$ cat config.mk
export PLATFORM = sky130hd
export DESIGN_NAME = rlbw_out
export DESIGN_NICKNAME = d
export VERILOG_FILES = /design/src/design/rlbw_pkg.sv /design/src/design/rlbw_out.sv
export SDC_FILE = /design/constraint.sdc
export NUM_CORES = 1
export LEC_CHECK = 0
export ABC_AREA = 1
export BUFFER_PORTS_ARGS = -buffer_cell sky130_fd_sc_hd__buf_2
export CORE_MARGIN = 3
export CORE_UTILIZATION = 53
export CTS_BUF_LIST = sky130_fd_sc_hd__clkbuf_4
export DETAILED_ROUTE_END_ITERATION = 6
export PLACE_DENSITY_LB_ADDON = 0.25
export SETUP_SLACK_MARGIN = 0.5
export SLEW_MARGIN = 15
export SYNTH_ARGS = -nofsm -noshare
export SYNTH_HDL_FRONTEND = slang
export SYNTH_SLANG_ARGS = --single-unit
$ cat constraint.sdc
create_clock -name clk_i -period 6.6 [get_ports clk_i]
set_input_delay 0.66 -clock clk_i [delete_from_list [all_inputs] [get_ports clk_i]]
set_output_delay 0.66 -clock clk_i [all_outputs]
set_load 0.05 [all_outputs]
$ cat src/design/rlbw_pkg.sv
`default_nettype none

package rlbw_pkg;

  localparam int DEF_MAX_LINE_WIDTH = 2048;
  localparam int DEF_WINDOW_LINES   = 5;
  localparam int DEF_PIXEL_BITS     = 16;

  localparam int CFG_W = 12;
  localparam int PIX_W = 16;
  localparam int COL_W = 11;

  localparam int RESET_LINE_WIDTH = 2048;

  typedef struct packed {
    logic             vld;
    logic [COL_W-1:0] col;
  } issue_t;

endpackage

`default_nettype wire

$ cat src/design/rlbw_out.sv
`default_nettype none

module rlbw_out #(
  parameter int WINDOW_LINES = 5,
  parameter int PIXEL_BITS   = 16,
  localparam int S     = WINDOW_LINES - 1,
  localparam int ROT_W = $clog2(S)
) (
  input  wire logic                          clk_i,
  input  wire logic                          rst_ni,
  input  wire rlbw_pkg::issue_t              issue_i,
  input  wire logic [ROT_W-1:0]              rot_i,
  input  wire logic [PIXEL_BITS-1:0]         newest_i,
  input  wire logic [S*PIXEL_BITS-1:0]       rdata_i,
  output logic                               s1_free_o,
  input  wire logic                          result_ready_i,
  output logic                               result_valid_o,
  output logic      [rlbw_pkg::COL_W-1:0]    column_o,
  output logic      [rlbw_pkg::PIX_W-1:0]    tap_oldest_o,
  output logic      [rlbw_pkg::PIX_W-1:0]    tap_second_o,
  output logic      [rlbw_pkg::PIX_W-1:0]    tap_third_o,
  output logic      [rlbw_pkg::PIX_W-1:0]    tap_fourth_o,
  output logic      [rlbw_pkg::PIX_W-1:0]    tap_newest_o
);

  import rlbw_pkg::*;

  localparam int K1 = (S - 1 < 1) ? S - 1 : 1;
  localparam int K2 = (S - 1 < 2) ? S - 1 : 2;
  localparam int K3 = S - 1;

  logic                  s1_v_q, s2_v_q, s2_free;
  logic [COL_W-1:0]      s1_col_q;
  logic [ROT_W-1:0]      s1_rot_q;
  logic [PIXEL_BITS-1:0] s1_new_q;
  logic [PIXEL_BITS-1:0] t0, t1, t2, t3;
  logic [COL_W-1:0]      s2_col_q;
  logic [PIX_W-1:0]      s2_t0_q, s2_t1_q, s2_t2_q, s2_t3_q, s2_t4_q;

  // pixel of logical line k (0 = oldest) from one memory row
  function automatic logic [PIXEL_BITS-1:0] pick(
    input logic [S*PIXEL_BITS-1:0] row,
    input logic [ROT_W-1:0]        r,
    input int                      k
  );
    logic [ROT_W:0]        sum;
    logic [PIXEL_BITS-1:0] val;
    sum = (ROT_W+1)'(r) + (ROT_W+1)'(k);
    if (sum >= (ROT_W+1)'(S)) begin
      sum = sum - (ROT_W+1)'(S);
    end
    val = '0;
    for (int l = 0; l < S; l++) begin
      if (sum == (ROT_W+1)'(l)) begin
        val = row[l*PIXEL_BITS +: PIXEL_BITS];
      end
    end
    return val;
  endfunction

  assign s2_free   = !s2_v_q || result_ready_i;
  assign s1_free_o = !s1_v_q || s2_free;

  always_comb begin
    t0 = pick(rdata_i, s1_rot_q, 0);
    t1 = pick(rdata_i, s1_rot_q, K1);
    t2 = pick(rdata_i, s1_rot_q, K2);
    t3 = pick(rdata_i, s1_rot_q, K3);
  end

  always_ff @(posedge clk_i or negedge rst_ni) begin
    if (!rst_ni) begin
      s1_v_q <= 1'b0;
      s2_v_q <= 1'b0;
    end else begin
      if (s1_free_o) begin
        s1_v_q <= issue_i.vld;
      end
      if (s2_free) begin
        s2_v_q <= s1_v_q;
      end
    end
  end

  always_ff @(posedge clk_i) begin
    if (issue_i.vld) begin
      s1_col_q <= issue_i.col;
      s1_rot_q <= rot_i;
      s1_new_q <= newest_i;
    end
    if (s1_v_q && s2_free) begin
      s2_col_q <= s1_col_q;
      s2_t0_q  <= PIX_W'(t0);
      s2_t1_q  <= PIX_W'(t1);
      s2_t2_q  <= PIX_W'(t2);
      s2_t3_q  <= PIX_W'(t3);
      s2_t4_q  <= PIX_W'(s1_new_q);
    end
  end

  assign result_valid_o = s2_v_q;
  assign column_o       = s2_col_q;
  assign tap_oldest_o   = s2_t0_q;
  assign tap_second_o   = s2_t1_q;
  assign tap_third_o    = s2_t2_q;
  assign tap_fourth_o   = s2_t3_q;
  assign tap_newest_o   = s2_t4_q;

  a_issue_free: assert property (@(posedge clk_i) disable iff (!rst_ni)
    issue_i.vld |-> s1_free_o)
    else $error("request issued into a busy stage");

  a_s1_hold: assert property (@(posedge clk_i) disable iff (!rst_ni)
    s1_v_q && !s2_free |=> s1_v_q)
    else $error("stalled read stage dropped");

  a_s2_load: assert property (@(posedge clk_i) disable iff (!rst_ni)
    s1_v_q && s2_free |=> s2_v_q)
    else $error("result not moved to output register");

endmodule

`default_nettype wire

==> impl_metrics.py <==
metrics = {
    "timing": {
        "rsz0062_at_grt": "no",
        "fin_tns_setup_ns": 0,
        "setup_viol": 0,
        "max_freq_mhz": 366,
        "clock_skew_ns": 0.0148,
        "tightest_slew_ns": 1.14,
        "relSlewSlack": 0.238,
        "slew_viol_final": 0,
        "fin_crit_sh": 0.414,
        "fin_crit_ns": 2.73,
        "hold_violations": 0,
    },
    "clock_tree": {
        "clk_latency_ns": 0.53,
        "path_clk_slew_ns": 0.12,
        "cts_buffers": 17,
        "cts_resized": 0,
        "cts.sinks": 122,
        "post_cts_buffers": 0,
        "cts_hold_buf": 1,
        "htreeDepth": 4,
        "cts_tree": "yes",
        "ctsLongestPathBuffers": 2,
        "cts-root-buf": "clkbuf_4",
    },
    "floorplanning": {
        "chipWidth_um": 111,
        "io_pins": 190,
        "num_rows": 37,
        "core_um2": 10500,
        "die_y_um": 111,
        "start_util": 0.554,
        "die_area_um2": 12200,
    },
    "worst_setup_path": {
        "crit_required_ns": 6.89,
        "critPathLaunch": "s1_rot_q[1]$_DFFE_PP_",
        "critPathTopFamily": "buffers and inverters",
        "arrival_ns": 3.02,
        "crit_path_end_kind": "flip-flop",
        "path_buf_inv": 2,
        "rr_startpoint": "s1_rot_q[1]$_DFFE_PP_",
        "crit_path_start_kind": "flip-flop",
        "worst_path_max_delay_cell": "edfxtp_1",
        "crit_type": "reg -> reg",
        "critical_path.max_fanout": 101,
        "critical_path.cell_chain": "buf_4, nand2_1, inv_1, nand2_1, nand2_1, nor2_1",
        "cp_common_cell": "nand2_1",
        "crit_path_max_incr_delay_ns": 0.99,
    },
    "drt": {
        "via_count": 5032,
        "dr.pass1.iters": 7,
        "routed_wl_mm": 14.4,
        "avgViaCountPerCell": 5.77,
        "ant_nets": 0,
        "wl_per_cell_um": 16.6,
        "drc": 19,
        "drt_iter0_drc": 446,
    },
    "power_and_ir_drop": {
        "ir_drop_uv": 165,
        "power_density_nw_per_um2": 291,
        "p_leak_nw": 2.95,
        "total_power_mw": 2.02,
    },
    "cells_and_area": {
        "area_growth_pct": 20.0,
        "multi_input_area_um2": 1730,
        "num_antenna_cells": 0,
        "n_fill_cell": 817,
        "post-route-util": 0.665,
        "fin_nets": 820,
        "fin_cells": 872,
        "register_area_um2": 3650,
        "drive_gt1_frac": 0.310,
    },
    "placement": {
        "dpl.hpwl_mm": 9.42,
        "port_buffers": 189,
        "gp_congestion": 0.850,
        "dp.cells": 839,
    },
    "yosys": {
        "synth.distinct_cells": 15,
        "yosys_warnings": 0,
        "postSynthCellCount": 556,
        "avgSynthCellArea_um2": 10.4,
        "synth_nets": 653,
        "syn-cell-area_um2": 5790,
        "ys_ff_latch": 122,
        "ys_seq_area_frac": 0.631,
    },
    "status": {
        "violations": "DRC",
        "status": "finished, violations left",
    },
    "grt": {
        "grt-ovfl-total": 0,
        "grt_pass1_wl_mm": 22.9,
        "track_usage": 0.234,
        "grt_max_degree": 117,
        "antenna_found_initial": 0,
        "grt_pass1_vias": 4611,
    },
    "min_path": {
        "worstHoldStart": "issue_i[10]",
        "hold_class": "in -> reg",
    },
    "flow_run": {
        "cap_violations": 0,
    },
}
synthesized netlist by cell type:
library cell	number	area [um^2]
nor2_8	1	20.0
inv_1	26	97.6
nand4_1	52	325
edfxtp_1	120	3600
buf_4	9	67.6
nor2_1	23	86.3
inv_2	1	3.75
buf_6	11	124
inv_4	1	6.26
a21oi_1	1	5.00
nand2_1	114	428
o21ai_1	3	15.0
buf_2	25	125
nand3_1	167	836
dfrtp_1	2	50.1
flip-flops by register name, summed over array words and instances (netlist names):
| name | count |
|---|---|
| s1_new_q | 16 |
| tap_fourth_o | 16 |
| tap_newest_o | 16 |
| tap_oldest_o | 16 |
| tap_second_o | 16 |
| tap_third_o | 16 |
| column_o | 11 |
| s1_col_q | 11 |
| s1_rot_q | 2 |
| result_valid_o | 1 |
| s1_v_q | 1 |
kinds of logic after synthesis:
| logic type | count (synthesis) | synth area share |
|---|---|---|
| AOI/OAI and AO/OA | 4 | 0.00345 |
| and+or+nand+nor | 357 | 0.293 |
| buffers and inverters | 73 | 0.0732 |
| DFF | 122 | 0.631 |
where the power goes:
group          switching [mW]  internal [mW]  leakage, nW
clock                   0.291          0.281        0.165
combinational           0.371          0.106         1.60
sequential             0.0241          0.948         1.19
total                   0.686           1.33         2.95
worst paths after layout:
path                                              endpoint  slack (ns)  cells after the start
worst max-delay path              tap_third_o[3]$_DFFE_PP_        3.87                      6
worst min-delay path                s1_col_q[10]$_DFFE_PP_        0.30                      1
worst max register to register    tap_third_o[3]$_DFFE_PP_        3.87                      6
worst min register to register  tap_newest_o[13]$_DFFE_PP_        0.42                      0
max in group asynchronous       result_valid_o$_DFFE_PN0N_        6.07                      2
min in group asynchronous               s1_v_q$_DFFE_PN0P_        0.43                      2
metal layers:
metal / global-route usage / wire (um)
met5: 0 / 0
met4: 0.0887 / 284
met3: 0.0674 / 1240
met2: 0.387 / 7330
met1: 0.293 / 5580
metrics by stage:
| stage | hold slack [ns] | instance area [um^2] | worst slack (ns) |
|---|---|---|---|
| 2_1_floorplan | 0.364 | 5790 | 0.932 |
| 3_3_place_gp | 0.401 | 6630 | 4.11 |
| 3_5_place_dp | 0.405 | 6630 | 3.94 |
| 4_1_cts | 0.246 | 6950 | 3.93 |
| 5_1_grt | 0.212 | 6950 | 3.70 |
| 6_report | 0.297 | 6950 | 3.87 |
area by class of cell:
class                   instances  area share
flip-flops and latches        122       0.525
multi-input cells             361       0.248
repair buffers                193       0.141
well taps                     136      0.0245
clock inverters                12      0.0239
clock buffers                  20      0.0216
inverters                      28      0.0155
cells in the final DEF, fill, tap and decap left out, drive strengths merged:
cell,count
a21oi,1
buf,192
bufinv,3
clkbuf,20
clkinv,4
clkinvlp,2
dfrtp,2
dlygate4sd3,1
edfxtp,120
inv,31
nand2,114
nand3,167
nand4,52
nor2,24
o21ai,3
No activity file was read; power rests on OpenSTA's default activity.
