`src/design/rlbw_pkg.sv`:
```
`default_nettype none

package rlbw_pkg;

  localparam int DEF_MAX_LINE_WIDTH = 2048;
  localparam int DEF_WINDOW_LINES   = 5;
  localparam int DEF_PIXEL_BITS     = 16;

  localparam int CFG_W = 12;
  localparam int PIX_W = 16;
  localparam int COL_W = 11;

  localparam int RESET_LINE_WIDTH = 2048;

  typedef struct packed {
    logic             vld;
    logic [COL_W-1:0] col;
  } issue_t;

endpackage

`default_nettype wire

```
`src/design/rlbw_ctrl.sv`:
```
`default_nettype none

module rlbw_ctrl #(
  parameter int MAX_LINE_WIDTH = 2048,
  parameter int WINDOW_LINES   = 5,
  parameter int PIXEL_BITS     = 16,
  localparam int S      = WINDOW_LINES - 1,
  localparam int ADDR_W = $clog2(MAX_LINE_WIDTH),
  localparam int ROT_W  = $clog2(S)
) (
  input  wire logic                        clk_i,
  input  wire logic                        rst_ni,
  input  wire logic                        cfg_valid_i,
  input  wire logic [rlbw_pkg::CFG_W-1:0]  cfg_data_i,
  input  wire logic                        pixel_valid_i,
  input  wire logic [rlbw_pkg::PIX_W-1:0]  pixel_i,
  input  wire logic                        ready_i,
  output logic                             ram_re_o,
  output logic      [ADDR_W-1:0]           ram_addr_o,
  output logic      [S-1:0]                ram_we_o,
  output logic      [PIXEL_BITS-1:0]       ram_wdata_o,
  output rlbw_pkg::issue_t                 issue_o,
  output logic      [ROT_W-1:0]            rot_o,
  output logic      [PIXEL_BITS-1:0]       newest_o
);

  import rlbw_pkg::*;

  localparam int CNT_W = $clog2(MAX_LINE_WIDTH + 1);
  localparam int FL_W  = $clog2(S + 1);
  localparam int CMP_W = (CNT_W > CFG_W) ? CNT_W : CFG_W;
  localparam int RST_W = (RESET_LINE_WIDTH < MAX_LINE_WIDTH) ?
                         RESET_LINE_WIDTH : MAX_LINE_WIDTH;

  logic [CNT_W-1:0]      wid_q, wid_cfg;
  logic [FL_W-1:0]       fl_q, fl_d, fl_n;
  logic [CNT_W-1:0]      fc_q, fc_d, fc_n;
  logic [CNT_W-1:0]      dr_q, dr_d, dr_n;
  logic [ROT_W-1:0]      rot_q, rot_d, rot_n;
  logic [PIXEL_BITS-1:0] dly_q [WINDOW_LINES];
  logic                  acc, fill_wr, dly_fill, steady, shift;
  logic [CMP_W-1:0]      cfg_ext;

  // effective width, clamped to [1, MAX_LINE_WIDTH]
  always_comb begin
    cfg_ext = CMP_W'(cfg_data_i);
    if (cfg_ext == '0) begin
      wid_cfg = CNT_W'(1);
    end else if (cfg_ext > CMP_W'(MAX_LINE_WIDTH)) begin
      wid_cfg = CNT_W'(MAX_LINE_WIDTH);
    end else begin
      wid_cfg = CNT_W'(cfg_ext);
    end
  end

  always_ff @(posedge clk_i or negedge rst_ni) begin
    if (!rst_ni) begin
      wid_q <= CNT_W'(RST_W);
    end else if (cfg_valid_i) begin
      wid_q <= wid_cfg;
    end
  end

  always_comb begin
    acc  = pixel_valid_i && ready_i;
    fl_n = fl_q;
    fc_n = fc_q;
    if ((fl_q < FL_W'(S)) && (fc_q >= wid_q)) begin
      fl_n = fl_q + 1'b1;
      fc_n = '0;
    end
    rot_n = rot_q;
    dr_n  = dr_q;
    if (dr_q >= wid_q) begin
      rot_n = (rot_q == ROT_W'(S - 1)) ? '0 : rot_q + 1'b1;
      dr_n  = '0;
    end
    fill_wr  = fl_n < FL_W'(S);
    dly_fill = !fill_wr && (fc_n < CNT_W'(WINDOW_LINES));
    steady   = !fill_wr && !dly_fill;

    fl_d  = fl_q;
    fc_d  = fc_q;
    dr_d  = dr_q;
    rot_d = rot_q;
    if (acc) begin
      fl_d = fl_n;
      fc_d = (fill_wr || dly_fill) ? fc_n + 1'b1 : fc_n;
      if (steady) begin
        rot_d = rot_n;
        dr_d  = dr_n + 1'b1;
      end
    end

    shift       = acc && !fill_wr;
    ram_re_o    = acc && steady;
    ram_addr_o  = steady ? dr_n[ADDR_W-1:0] : fc_n[ADDR_W-1:0];
    ram_wdata_o = fill_wr ? pixel_i[PIXEL_BITS-1:0] : dly_q[0];
    for (int l = 0; l < S; l++) begin
      ram_we_o[l] = acc && ((fill_wr && (fl_n == FL_W'(l))) ||
                            (steady && (rot_n == ROT_W'(l))));
    end
    issue_o.vld = acc && steady;
    issue_o.col = COL_W'(dr_n);
    rot_o       = rot_n;
    newest_o    = dly_q[0];
  end

  always_ff @(posedge clk_i or negedge rst_ni) begin
    if (!rst_ni) begin
      fl_q  <= '0;
      fc_q  <= '0;
      dr_q  <= '0;
      rot_q <= '0;
    end else begin
      fl_q  <= fl_d;
      fc_q  <= fc_d;
      dr_q  <= dr_d;
      rot_q <= rot_d;
    end
  end

  // short delay row, shifted toward index 0
  always_ff @(posedge clk_i) begin
    if (shift) begin
      for (int i = 0; i < WINDOW_LINES - 1; i++) begin
        dly_q[i] <= dly_q[i+1];
      end
      dly_q[WINDOW_LINES-1] <= pixel_i[PIXEL_BITS-1:0];
    end
  end

  a_rot_range: assert property (@(posedge clk_i) disable iff (!rst_ni)
    rot_q <= ROT_W'(S - 1))
    else $error("line rotation out of range");

  a_one_lane: assert property (@(posedge clk_i) disable iff (!rst_ni)
    $onehot0(ram_we_o))
    else $error("more than one line written at once");

  a_fill_line: assert property (@(posedge clk_i) disable iff (!rst_ni)
    fl_q <= FL_W'(S))
    else $error("fill line past stored lines");

endmodule

`default_nettype wire

```
`config.mk`:
```
export PLATFORM = sky130hd
export DESIGN_NAME = rlbw_ctrl
export DESIGN_NICKNAME = d
export VERILOG_FILES = /design/src/design/rlbw_pkg.sv /design/src/design/rlbw_ctrl.sv
export SDC_FILE = /design/constraint.sdc
export NUM_CORES = 1
export LEC_CHECK = 0
export ABC_AREA = 1
export BUFFER_PORTS_ARGS = -buffer_cell sky130_fd_sc_hd__buf_2
export CAP_MARGIN = 20
export CORE_AREA = 2 2 84 167
export CTS_BUF_LIST = sky130_fd_sc_hd__clkbuf_4
export DETAILED_ROUTE_END_ITERATION = 10
export DIE_AREA = 0 0 86 169
export GPL_TIMING_DRIVEN = 0
export PLACE_DENSITY = 0.71
export SETUP_SLACK_MARGIN = 0.3
export SLEW_MARGIN = 30
export SYNTH_ARGS = -nofsm -noshare
export SYNTH_HDL_FRONTEND = slang
export SYNTH_SLANG_ARGS = --single-unit
```
`constraint.sdc`:
```
create_clock -name clk_i -period 10.2 [get_ports clk_i]
set_input_delay 2.04 -clock clk_i [delete_from_list [all_inputs] [get_ports clk_i]]
set_output_delay 2.04 -clock clk_i [all_outputs]
set_load 0.005 [all_outputs]
```
==> impl_metrics.xml <==
<?xml version="1.0" encoding="UTF-8"?>
<metrics>
  <group name="synthesis">
    <metric name="yosysSeqAreaShare" unit="%">58.4</metric>
    <metric name="synth_flop_cell" unit="">sky130_fd_sc_hd__edfxtp_1</metric>
    <metric name="async_reset_ff_share" unit="%">33.9</metric>
    <metric name="synth.ff_latch_count" unit="">121</metric>
    <metric name="post_synth_net_total" unit="">647</metric>
    <metric name="synthesis.yosys.warnings" unit="">0</metric>
    <metric name="syn_inst" unit="">585</metric>
    <metric name="post_synth.cell_area_avg" unit="um^2">10.0</metric>
    <metric name="synthDistinctLibCells" unit="">35</metric>
    <metric name="synth-edff-count" unit="">80</metric>
    <metric name="mappedNetlistArea" unit="um^2">5880</metric>
  </group>
  <group name="floorplanning">
    <metric name="initial_utilization" unit="%">44.2</metric>
    <metric name="vertical_die_dimension" unit="um">169</metric>
    <metric name="floorplan.io_pins" unit="">95</metric>
    <metric name="std_cell_rows" unit="">60</metric>
    <metric name="placeableCoreArea" unit="um^2">13300</metric>
    <metric name="die_w" unit="um">86</metric>
    <metric name="die-area" unit="um^2">14500</metric>
  </group>
  <group name="worst_hold_path">
    <metric name="worstHoldPathCells" unit="">0</metric>
    <metric name="hold_sp" unit="">dly_q[0][26]</metric>
    <metric name="worst_hold_path.endpoint" unit="">dly_q[0][10]</metric>
    <metric name="hold_crit_path_type" unit="">reg2reg</metric>
  </group>
  <group name="layout">
    <metric name="final_layout_size_suffix_gt1_share" unit="%">24.8</metric>
    <metric name="fill_cells" unit="">1205</metric>
    <metric name="final-seq-area" unit="um^2">3430</metric>
    <metric name="multiInputGateArea" unit="um^2">1990</metric>
    <metric name="nNetsFinal" unit="">762</metric>
    <metric name="area_delta_synth_final" unit="%">17.2</metric>
  </group>
  <group name="clock_tree">
    <metric name="cts.repair_timing.setup_buffer_count" unit="">0</metric>
    <metric name="cts_root_buf" unit="">sky130_fd_sc_hd__clkbuf_4</metric>
    <metric name="numCtsBuffers" unit="">17</metric>
    <metric name="cts_max_level" unit="">4</metric>
    <metric name="clock_tree_from_tritoncts" unit="">yes</metric>
    <metric name="clk_latency" unit="ns">0.54</metric>
    <metric name="cts.clk_slew.worst_paths" unit="ns">0.12</metric>
    <metric name="clockBufferDepth" unit="">2</metric>
    <metric name="postCtsHoldBufs" unit="">0</metric>
    <metric name="ctsResizeCount" unit="">0</metric>
    <metric name="cts.sink_count" unit="">121</metric>
  </group>
  <group name="timing">
    <metric name="timing.final.setup_violations" unit="">0</metric>
    <metric name="fmax" unit="MHz">166</metric>
    <metric name="rsz_0062_raised_after_global_routing" unit="">no</metric>
    <metric name="final-hold-violation-count" unit="">0</metric>
    <metric name="normalized_max_slew_margin" unit="%">52.7</metric>
    <metric name="final_min_period_over_clock_period" unit="%">59.2</metric>
    <metric name="period_needed" unit="ns">6.04</metric>
    <metric name="finClkSkew" unit="ns">0.0250</metric>
    <metric name="fin_tns_setup" unit="ns">0</metric>
    <metric name="timing_worst_slew_pin_value" unit="ns">0.707</metric>
    <metric name="slew_violations" unit="">0</metric>
    <metric name="finalWorstSetupSlack" unit="ns">4.16</metric>
  </group>
  <group name="job">
    <metric name="max-cap-violations" unit="">0</metric>
  </group>
  <group name="worst_setup_path">
    <metric name="crit_fanout" unit="">23</metric>
    <metric name="crit_path_start_kind" unit="">input port</metric>
    <metric name="reg2regPathDepth" unit="">19</metric>
    <metric name="critical_path_arrival" unit="ns">4.00</metric>
    <metric name="category_of_the_most_critical_setup_path" unit="">in2out</metric>
    <metric name="worst-endpoint-required" unit="ns">8.16</metric>
    <metric name="worst_r2r_startpoint" unit="">wid_q[11]</metric>
    <metric name="worstReg2RegEnd" unit="">dr_q[10]</metric>
    <metric name="r2r_slack" unit="ns">7.03</metric>
    <metric name="critical_path.endpoint_type" unit="">primary output</metric>
  </group>
  <group name="global_routing">
    <metric name="grt_antenna_before_repair" unit="">1</metric>
    <metric name="grt_start_max_net_pins" unit="">42</metric>
    <metric name="grt_util_all_layers" unit="%">19.1</metric>
    <metric name="grt_first_pass_wirelength" unit="mm">21.3</metric>
    <metric name="grt_pass1_vias" unit="">4223</metric>
    <metric name="grt_overflow_total" unit="">0</metric>
  </group>
  <group name="drt">
    <metric name="postRouteWirelength" unit="mm">13.3</metric>
    <metric name="remaining_drc_errors" unit="">0</metric>
    <metric name="firstDrtPassIters" unit="">4</metric>
    <metric name="antenna_violating_nets_post_route" unit="">0</metric>
    <metric name="drt-vias-per-instance" unit="">5.05</metric>
    <metric name="avgRoutedWirePerCell" unit="um">15.3</metric>
    <metric name="initialDrtViolationCount" unit="">254</metric>
    <metric name="detailroute.via_count" unit="">4386</metric>
  </group>
  <group name="placement">
    <metric name="place_worst_setup_slack" unit="ns">4.15</metric>
    <metric name="detailedPlacementHpwl" unit="mm">9.57</metric>
    <metric name="place.gp.congestion" unit="">0.884</metric>
    <metric name="portBuffers" unit="">93</metric>
  </group>
  <group name="power_and_ir_drop">
    <metric name="internal_power" unit="mW">0.821</metric>
    <metric name="power.density" unit="nW/um^2">184</metric>
    <metric name="sequentialPowerShare" unit="%">47.2</metric>
    <metric name="combinationalPowerShare" unit="%">26.9</metric>
    <metric name="worst_ir_drop_vdd" unit="mV">0.170</metric>
    <metric name="leakage" unit="nW">3.16</metric>
    <metric name="power.share.switching" unit="%">35.2</metric>
    <metric name="p_sw" unit="mW">0.446</metric>
    <metric name="share_clk_of_total_power" unit="%">25.9</metric>
  </group>
  <group name="status">
    <metric name="outcome" unit="">complete, no violations</metric>
  </group>
</metrics>
==> through the flow <==
step | hold slack (ns) | power (mW) | cells | cell area, um^2 | util [%]
finish | 0.422 | 1.27 | 869 | 6890 | 51.9
floorplan | 0.400 | 0.829 | 585 | 5880 | -
global route | 0.433 | 1.34 | 869 | 6890 | 51.9
global placement | 0.400 | 0.933 | 833 | 6540 | 49.2
detailed placement | 0.406 | 0.946 | 836 | 6620 | 49.8
CTS | 0.430 | 1.28 | 868 | 6890 | 51.8
==> power groups by stage <==
stage	clock network [mW]	logic [mW]	registers (mW)
final	0.328	0.341	0.598
after global routing	0.358	0.383	0.602
after CTS	0.337	0.341	0.597
after detailed placement	0	0.339	0.607
after global placement	0	0.326	0.607
after floorplan	0	0.235	0.594
==> worst max-delay path, stage by stage <==
cell and delay (ns):
sky130_fd_sc_hd__buf_2 0.07, sky130_fd_sc_hd__nand2_1 0.27, sky130_fd_sc_hd__nor2_4 0.67, sky130_fd_sc_hd__buf_16 0.25, sky130_fd_sc_hd__nand2_4 0.10, sky130_fd_sc_hd__buf_6 0.16, sky130_fd_sc_hd__nor2_2 0.12, sky130_fd_sc_hd__nand2_1 0.07
sky130_fd_sc_hd__o31ai_1 0.08, sky130_fd_sc_hd__buf_2 0.15
==> cell families (layout without fill, tap and decap cells) <==
group           after synthesis  after routing  synth area share [%]
compound gates               59             59                  5.73
xor+xnor                     12             12                  1.79
fa+ha+maj                    29             29                  6.17
buf+inv                      91            219                  7.73
flops                       121            121                  58.4
other cells                   0              1                     0
simple gates                273            273                  20.2
==> cell usage in the layout (no fill, tap or decap), drive strengths merged, types with 2 or more instances in the layout <==
master,synthesis,layout
edfxtp,80,80
nand3,39,39
xor2,8,8
nor4,3,3
dfrtp,40,40
o211ai,2,2
nand2,174,174
nand3b,3,3
clkinv,0,4
nor2,44,44
buf,27,123
ha,29,29
clkbuf,4,21
o21bai,4,4
xnor2,4,4
inv,60,67
nand4,7,7
nor3,2,2
clkinvlp,0,3
a21oi,12,12
o31ai,5,5
o21ai,35,35
==> state kept, by name, indices dropped and copies added (netlist names) <==
| signal | flops |
|---|---|
| fc_q | 12 |
| rot_q | 2 |
| wid_q | 12 |
| dr_q | 12 |
| dly_q | 80 |
| fl_q | 3 |
==> cell type report <==
| class | instances | area share [%] |
|---|---|---|
| Timing Repair Buffer | 96 | 7.99 |
| Buffer | 31 | 3.32 |
| Inverter | 60 | 3.27 |
| Tap cell | 155 | 2.81 |
| Multi-Input combinational cell | 373 | 28.9 |
| Clock inverter | 15 | 2.02 |
| Sequential cell | 121 | 49.8 |
| Clock buffer | 17 | 1.85 |
| Antenna cell | 1 | 0.0363 |
==> worst max-delay path by stage <==
| stage | startpoint | to | depth (start not counted) |
|---|---|---|---|
| 2_1_floorplan | pixel_valid_i | ram_we_o[1] | 7 |
| 3_3_place_gp | pixel_valid_i | ram_we_o[1] | 9 |
| 3_5_place_dp | pixel_valid_i | ram_we_o[1] | 10 |
| 4_1_cts | pixel_valid_i | ram_we_o[1] | 10 |
| 5_1_grt | pixel_valid_i | ram_we_o[1] | 10 |
| 6_report | pixel_valid_i | ram_we_o[1] | 10 |
==> layer usage <==
layer | vias up | share of wire [%] | routed length, um | track usage [%]
li1 | 2167 | - | - | -
met1 | 2070 | 44 | 5790 | 25.0
met2 | 127 | 50 | 6570 | 30.5
met3 | 22 | 4.6 | 609 | 4.44
met4 | 0 | 2.1 | 282 | 7.52
met5 | - | 0 | 0 | 0
==> cell usage after synthesis, types with 3 or more instances <==
| cell type | n | area (um^2) |
|---|---|---|
| sky130_fd_sc_hd__nor2_2 | 7 | 43.8 |
| sky130_fd_sc_hd__nand4_1 | 7 | 43.8 |
| sky130_fd_sc_hd__nor4_1 | 3 | 18.8 |
| sky130_fd_sc_hd__o21ai_1 | 13 | 65.1 |
| sky130_fd_sc_hd__o21ai_0 | 22 | 110 |
| sky130_fd_sc_hd__xnor2_1 | 4 | 35.0 |
| sky130_fd_sc_hd__nand2_2 | 3 | 18.8 |
| sky130_fd_sc_hd__nand2_1 | 169 | 634 |
| sky130_fd_sc_hd__a21oi_1 | 11 | 55.1 |
| sky130_fd_sc_hd__inv_1 | 56 | 210 |
| sky130_fd_sc_hd__o31ai_1 | 5 | 37.5 |
| sky130_fd_sc_hd__edfxtp_1 | 80 | 2400 |
| sky130_fd_sc_hd__inv_2 | 4 | 15.0 |
| sky130_fd_sc_hd__nand3_1 | 36 | 180 |
| sky130_fd_sc_hd__xor2_1 | 8 | 70.1 |
| sky130_fd_sc_hd__ha_1 | 29 | 363 |
| sky130_fd_sc_hd__clkbuf_1 | 4 | 15.0 |
| sky130_fd_sc_hd__o21bai_1 | 4 | 30.0 |
| sky130_fd_sc_hd__dfrtp_1 | 40 | 1000 |
| sky130_fd_sc_hd__buf_6 | 5 | 56.3 |
| sky130_fd_sc_hd__buf_2 | 3 | 15.0 |
| sky130_fd_sc_hd__nor2_1 | 36 | 135 |
| sky130_fd_sc_hd__buf_4 | 19 | 143 |
Note: power is estimated with default switching activity, not from simulation.
